===== config.mk =====
export PLATFORM = sky130hd
export DESIGN_NAME = code_minimum_hamming_distance
export DESIGN_NICKNAME = d
export VERILOG_FILES = /design/src/hdl/cmhd_pkg.sv /design/src/hdl/cmhd_cell.sv /design/src/hdl/code_minimum_hamming_distance.sv
export SDC_FILE = /design/constraint.sdc
export NUM_CORES = 2
export LEC_CHECK = 0
export BUFFER_PORTS_ARGS = -buffer_cell sky130_fd_sc_hd__buf_2
export CORE_ASPECT_RATIO = 0.6
export CORE_MARGIN = 2
export CORE_UTILIZATION = 30
export CTS_BUF_LIST = sky130_fd_sc_hd__clkbuf_4
export DETAILED_ROUTE_END_ITERATION = 16
export MAX_ROUTING_LAYER = met4
export PLACE_DENSITY = 0.43
export SYNTH_ARGS = -nofsm -noshare
export SYNTH_HDL_FRONTEND = slang
export SYNTH_SLANG_ARGS = --single-unit

===== constraint.sdc =====
create_clock -name clk -period 14.38 [get_ports clk]
set_clock_uncertainty 0.1 [all_clocks]
set_input_delay 0 -clock clk [delete_from_list [all_inputs] [get_ports clk]]
set_output_delay 0 -clock clk [all_outputs]
set_load 0.01 [all_outputs]

===== src/hdl/cmhd_pkg.sv =====
`default_nettype none
package cmhd_pkg;

  localparam int WORD_W = 64;
  localparam int CHAR_W = 8;
  localparam int CHARS  = WORD_W / CHAR_W;
  localparam int LEN_W  = 4;
  localparam int DIST_W = 4;

  localparam logic [LEN_W-1:0]  LEN_RESET = 4'd8;
  localparam logic [DIST_W-1:0] MIN_RESET = 4'd8;

  typedef struct packed {
    logic              valid;
    logic              last;
    logic [WORD_W-1:0] word;
    logic [LEN_W-1:0]  len;
    logic [DIST_W-1:0] min_dist;
    logic              pair;
  } tok_t;

  function automatic logic [DIST_W-1:0] char_mismatches(
    input logic [WORD_W-1:0] a,
    input logic [WORD_W-1:0] b,
    input logic [LEN_W-1:0]  len
  );
    logic [DIST_W-1:0] n;
    n = '0;
    for (int i = 0; i < CHARS; i++) begin
      if ((LEN_W'(i) < len) && (a[i*CHAR_W +: CHAR_W] != b[i*CHAR_W +: CHAR_W])) begin
        n = n + 1'b1;
      end
    end
    return n;
  endfunction

endpackage
`default_nettype wire


===== src/hdl/cmhd_cell.sv =====
`default_nettype none
module cmhd_cell #(
  parameter int CNT_W = 5,
  parameter int IDX   = 0
) (
  input  wire logic             clk,
  input  wire logic             rst_n,
  input  wire logic [CNT_W-1:0] count_i,
  input  wire cmhd_pkg::tok_t   tok_i,
  output cmhd_pkg::tok_t        tok_o
);
  import cmhd_pkg::*;

  logic [WORD_W-1:0] word_r;
  tok_t              tok_r;
  tok_t              tok_nxt;
  logic              occupied;
  logic [DIST_W-1:0] diff_cnt;

  assign occupied = CNT_W'(IDX) < count_i;
  assign diff_cnt = char_mismatches(tok_i.word, word_r, tok_i.len);

  always_comb begin
    tok_nxt = tok_i;
    if (occupied) begin
      tok_nxt.pair = 1'b1;
      if (diff_cnt < tok_i.min_dist) begin
        tok_nxt.min_dist = diff_cnt;
      end
    end
  end

  // store the passing word in the first free cell
  always_ff @(posedge clk) begin
    if (tok_i.valid && (count_i == CNT_W'(IDX))) begin
      word_r <= tok_i.word;
    end
  end

  always_ff @(posedge clk) begin
    if (!rst_n) begin
      tok_r.valid <= 1'b0;
    end else begin
      tok_r.valid <= tok_nxt.valid;
    end
    tok_r.last     <= tok_nxt.last;
    tok_r.word     <= tok_nxt.word;
    tok_r.len      <= tok_nxt.len;
    tok_r.min_dist <= tok_nxt.min_dist;
    tok_r.pair     <= tok_nxt.pair;
  end

  assign tok_o = tok_r;

endmodule
`default_nettype wire


===== src/hdl/code_minimum_hamming_distance.sv =====
// Items are taken one at a time: in_tready stays low from accept until the word
// leaves the last cell, and after a last item until its result is registered;
// each word walks the full row of MAX_WORDS store cells, one cell per cycle.
// A result held in the output register stalls the next last item until out_tready.
// Reset (rst_n, synchronous, active low): empty store, minimum 8, flags clear,
// word_length 8.
`default_nettype none
module code_minimum_hamming_distance #(
  parameter int MAX_WORDS = 16,
  parameter int MAX_CHARS = 8
) (
  input  wire logic        clk,
  input  wire logic        rst_n,
  input  wire logic        cfg_valid,
  output logic             cfg_ready,
  input  wire logic [3:0]  cfg_data,   // word_length
  input  wire logic        in_tvalid,
  output logic             in_tready,
  input  wire logic [63:0] in_tdata,   // word_chars
  input  wire logic        in_tlast,   // last_word
  output logic             out_tvalid,
  input  wire logic        out_tready,
  output logic [7:0]       out_tdata   // min_distance[3:0], pair_found[4], store_overflow[5]
);
  import cmhd_pkg::*;

  localparam int CNT_W = $clog2(MAX_WORDS + 1);

  typedef enum logic [2:0] {
    S_IDLE = 3'b001,
    S_RUN  = 3'b010,
    S_FIN  = 3'b100
  } state_t;

  state_t            state_r, state_nxt;
  logic [LEN_W-1:0]  word_length_r;
  logic [CNT_W-1:0]  count_r, count_nxt;
  logic [DIST_W-1:0] min_r, min_nxt;
  logic              pair_r, pair_nxt;
  logic              ovf_r, ovf_nxt;
  logic              out_valid_r, out_valid_nxt;
  logic [7:0]        out_data_r, out_data_nxt;
  logic [LEN_W-1:0]  len_eff;
  logic              in_acc;
  logic              out_free;
  tok_t              launch;
  tok_t              tok_s [MAX_WORDS+1];

  assign cfg_ready = 1'b1;
  assign in_tready = (state_r == S_IDLE);
  assign in_acc    = in_tvalid && in_tready;
  assign out_free  = !out_valid_r || out_tready;

  assign len_eff = (word_length_r > LEN_W'(MAX_CHARS)) ? LEN_W'(MAX_CHARS) : word_length_r;

  always_comb begin
    launch.valid    = in_acc;
    launch.last     = in_tlast;
    launch.word     = in_tdata;
    launch.len      = len_eff;
    launch.min_dist = min_r;
    launch.pair     = pair_r;
  end

  assign tok_s[0] = launch;

  for (genvar k = 0; k < MAX_WORDS; k++) begin : g_cell
    cmhd_cell #(
      .CNT_W (CNT_W),
      .IDX   (k)
    ) u_cell (
      .clk     (clk),
      .rst_n   (rst_n),
      .count_i (count_r),
      .tok_i   (tok_s[k]),
      .tok_o   (tok_s[k+1])
    );
  end

  always_comb begin
    state_nxt     = state_r;
    count_nxt     = count_r;
    min_nxt       = min_r;
    pair_nxt      = pair_r;
    ovf_nxt       = ovf_r;
    out_valid_nxt = out_valid_r && !out_tready;
    out_data_nxt  = out_data_r;
    case (state_r)
      S_IDLE: begin
        if (in_acc) begin
          state_nxt = S_RUN;
        end
      end
      S_RUN: begin
        if (tok_s[MAX_WORDS].valid) begin
          min_nxt  = tok_s[MAX_WORDS].min_dist;
          pair_nxt = tok_s[MAX_WORDS].pair;
          if (count_r < CNT_W'(MAX_WORDS)) begin
            count_nxt = count_r + 1'b1;
          end else begin
            ovf_nxt = 1'b1;
          end
          state_nxt = tok_s[MAX_WORDS].last ? S_FIN : S_IDLE;
        end
      end
      S_FIN: begin
        if (out_free) begin
          out_valid_nxt = 1'b1;
          out_data_nxt  = {2'b00, ovf_r, pair_r, (pair_r ? min_r : DIST_W'(0))};
          count_nxt     = '0;
          min_nxt       = MIN_RESET;
          pair_nxt      = 1'b0;
          ovf_nxt       = 1'b0;
          state_nxt     = S_IDLE;
        end
      end
      default: begin
        state_nxt = S_IDLE;
      end
    endcase
  end

  always_ff @(posedge clk) begin
    if (!rst_n) begin
      state_r       <= S_IDLE;
      word_length_r <= LEN_RESET;
      count_r       <= '0;
      min_r         <= MIN_RESET;
      pair_r        <= 1'b0;
      ovf_r         <= 1'b0;
      out_valid_r   <= 1'b0;
    end else begin
      state_r     <= state_nxt;
      count_r     <= count_nxt;
      min_r       <= min_nxt;
      pair_r      <= pair_nxt;
      ovf_r       <= ovf_nxt;
      out_valid_r <= out_valid_nxt;
      if (cfg_valid && cfg_ready) begin
        word_length_r <= cfg_data;
      end
    end
    out_data_r <= out_data_nxt;
  end

  assign out_tvalid = out_valid_r;
  assign out_tdata  = out_data_r;

endmodule
`default_nettype wire


==> impl_metrics.py <==
metrics = {
    "outcome": {
        "status": "finished, final reports clean",
    },
    "die": {
        "fp.dieW_um": 660,
        "core_area_sq_um": 257000,
        "start_util_pct": 30.2,
        "die_h_um": 398,
        "std_cell_rows": 144,
        "dieArea_sq_um": 263000,
        "io-pin-count": 85,
    },
    "synthesis": {
        "synth_cell_type_count": 102,
        "synth.avg_cell_area_sq_um": 14.7,
        "async_flop_share_pct": 0,
        "yosys_warnings": 0,
        "yosysSeqAreaShare_pct": 69.6,
        "synth_cells": 5281,
        "synth_ff_type": "dfxtp_1",
        "syn_area_sq_um": 77500,
        "synth_edf_count": 1030,
        "ys_ff_latch": 2181,
    },
    "pwr": {
        "p_per_area_nw_per_um2": 154,
        "ir_drop_uv": 59.8,
        "leakage_nw": 34.8,
    },
    "place": {
        "port_buffers": 81,
        "gp_congestion": 0.769,
        "dpl.hpwl_um": 121000,
        "place_inst": 8801,
    },
    "setup_path": {
        "cpPeakStageDelay_ns": 1.09,
        "r2r_end": "g_cell[9].u_cell.tok_o[2]$_DFF_P_",
        "rrSetupSlack_ns": 7.64,
        "r2r_cells": 23,
        "critPathSlowestCell": "nor4_1",
        "critical_path.cell_chain": "xor2_1, nor4_1, a21oi_1, inv_1, ha_1, nor2_1, o21ai_0, o21ai_0, a221oi_1, ha_1, xor2_1, nand2_1, o211ai_1, ha_1, nand2_1, xnor2_1, xnor2_1, nor4bb_1, xor2_1, ha_1, a211o_1, a31oi_1, mux2_1",
        "crit_path_frequent_cell": "ha_1",
        "critPathKind": "reg2reg",
        "cp.required_ns": 15.31,
        "r2r-start": "g_cell[9].u_cell.word_r[3]$_DFFE_PP_",
        "end_kind": "flip-flop",
        "crit_path_max_fanout": 4,
        "cp-start-kind": "flip-flop",
        "crit_arrival_ns": 7.67,
    },
    "detailed_routing": {
        "wl_um": 171000,
        "drt_iter0_drc": 2345,
        "wire_per_inst_um": 17.1,
        "drc": 0,
        "via_per_inst": 4.24,
        "first_pass_iters": 7,
        "postRouteAntennaNets": 0,
        "vias": 42513,
    },
    "sta": {
        "relSlewSlack_pct": 11.9,
        "worst_pin_slew_ns": 1.31,
        "setup_viol": 0,
        "period_share_pct": 46.9,
        "drv_slew": 0,
        "hold_violations": 0,
        "min_period_ns": 6.74,
        "tns_ns": 0,
        "fmax_ghz": 0.148,
        "rsz0062_at_grt": "no",
    },
    "layout": {
        "synthToLayoutAreaGrowth_pct": 18.6,
        "instances_no_fill": 10020,
        "fin_nets": 6359,
        "final_cell_mix": "1151 x dfxtp_1, 1030 x edfxtp_1, 938 x xor2_1",
        "layout_commonest_cell": "dfxtp_1",
        "drive_gt1_share_pct": 17.9,
    },
    "cts": {
        "cts_htree_levels": 6,
        "clockBufferDepth": 4,
        "cts.sinks": 2181,
        "hold_buffers": 221,
        "clock_tree.root_cell": "clkbuf_4",
        "numCtsBuffers": 540,
        "cts_resized": 0,
        "path_clk_slew_ns": 0.06,
        "insertion_delay_ns": 1.21,
        "post_cts_buffers": 0,
        "cts_tree": "built",
    },
    "flow_run": {
        "maxCapViolCount": 0,
    },
    "global_routing": {
        "grt-ovfl-total": 0,
        "grtUsageTotal_pct": 13.4,
        "grt_pass1_wl_um": 263000,
        "grt_max_degree": 59,
        "grt_pass1_vias": 43575,
        "antenna_found_initial": 21,
    },
    "worst_hold_path": {
        "min_path_cells": 0,
        "worstHoldPathType": "reg2reg",
        "holdPathEnd": "g_cell[4].u_cell.tok_o[25]$_DFF_P_",
        "min_from": "g_cell[3].u_cell.tok_o[25]$_DFF_P_",
    },
}
==> cells in the mapped netlist (20+ instances only) <==
library cell  instances  area share, %
o21a_1               27           0.26
nor2_1              135           0.65
dfxtp_1            1151             30
edfxtp_1           1030             40
nand4_1              53           0.43
o21ai_0              62           0.40
or3_1                20           0.16
and2_1               46           0.37
inv_1               182           0.88
mux2_1               20           0.29
nor3_1               23           0.15
a211oi_1             27           0.26
mux2_2               58           0.84
a31oi_1              34           0.27
clkbuf_1             22           0.11
and3_1               28           0.23
xor2_1              938             11
xnor2_1             312            3.5
a21oi_1             125           0.81
nand2_1             187           0.91
mux2i_1              61           0.79
nand3_1              41           0.26
nor4_1              201            1.6
ha_1                152            2.5
==> critical path, delay by kind of cell, from the launching register on <==
family | cells | cell delay, ns
AO/OA/AOI/OAI | 7 | 2.13
XOR/XNOR | 5 | 0.93
adder cells (fa/ha/maj) | 4 | 1.01
buffers and inverters | 1 | 0.11
flip-flops | 1 | 0.38
multiplexers | 1 | 0.36
AND/OR/NAND/NOR | 5 | 1.59
==> state kept, by name, summed over array words and instances, names as in the netlist <==
signal	cells
g_cell.u_cell.word_r	1024
g_cell.u_cell.tok_o	1132
count_r	5
min_r	4
state_r	3
out_tvalid	1
word_length_r	4
out_tdata	6
pair_r	1
ovf_r	1
==> routing by layer <==
| metal | share of wire (%) | wire length [um] | track usage (%) |
|---|---|---|---|
| met4 | 1.7 | 2950 | 3.83 |
| met3 | 5.3 | 9130 | 2.99 |
| met5 | 0 | 0 | - |
| met2 | 35 | 59300 | 15.3 |
| met1 | 58 | 99900 | 22.1 |
==> power by group <==
| part | switching, W | total, W | internal (W) |
|---|---|---|---|
| logic | 0.00103 | 0.00187 | 0.000841 |
| registers | 0.000170 | 0.00685 | 0.00668 |
| clock network | 0.00248 | 0.00542 | 0.00294 |
==> final cells by class <==
type / count / area (sq um)
Tap cell: 3431 / 4290
Sequential cell: 2181 / 54000
Fill cell: 24994 / 165000
Clock buffer: 829 / 6220
Multi-Input combinational cell: 2885 / 22800
Inverter: 187 / 702
Clock inverter: 150 / 1050
Antenna cell: 19 / 47.5
Timing Repair Buffer: 338 / 2890
==> worst max-delay path by stage <==
| stage | depth (start not counted) | end | startpoint | slack, ns |
|---|---|---|---|---|
| after floorplan | 25 | g_cell[14].u_cell.tok_o[2]$_DFF_P_ | g_cell[14].u_cell.word_r[2]$_DFFE_PP_ | 8.80 |
| after global placement | 20 | g_cell[13].u_cell.tok_o[2]$_DFF_P_ | g_cell[13].u_cell.word_r[7]$_DFFE_PP_ | 7.34 |
| after detailed placement | 23 | g_cell[9].u_cell.tok_o[2]$_DFF_P_ | g_cell[9].u_cell.word_r[3]$_DFFE_PP_ | 7.79 |
| after CTS | 23 | g_cell[9].u_cell.tok_o[2]$_DFF_P_ | g_cell[9].u_cell.word_r[3]$_DFFE_PP_ | 7.76 |
| after global routing | 24 | g_cell[9].u_cell.tok_o[2]$_DFF_P_ | g_cell[9].u_cell.word_r[3]$_DFFE_PP_ | 7.25 |
| final | 23 | g_cell[9].u_cell.tok_o[2]$_DFF_P_ | g_cell[9].u_cell.word_r[3]$_DFFE_PP_ | 7.64 |
==> metrics by stage <==
stage          hold slack (ns)  setup slack, ns  cell area, sq um  util (%)  total power [W]
6_report                 0.220             7.64             91900      35.8           0.0141
5_1_grt                  0.110             7.25             91900      35.8           0.0150
4_1_cts                 0.0443             7.76             91900      35.8           0.0144
3_5_place_dp           0.00400             7.79             82400      32.1          0.00880
3_3_place_gp           0.00460             7.34             82400      32.1          0.00878
2_1_floorplan          -0.0723             8.80             77500         -          0.00832
==> kinds of logic after synthesis <==
family / after synthesis / share of synthesized area [%]
DFF: 2181 / 69.6
xor gates and xnor gates: 1278 / 14.8
and+or+nand+nor: 847 / 5.97
AOI/OAI and AO/OA: 463 / 4.05
buffers and inverters: 216 / 1.07
adders and majority gates: 152 / 2.45
muxes: 142 / 1.99
other: 2 / 0.00969
(Power assumes the default switching activity.)
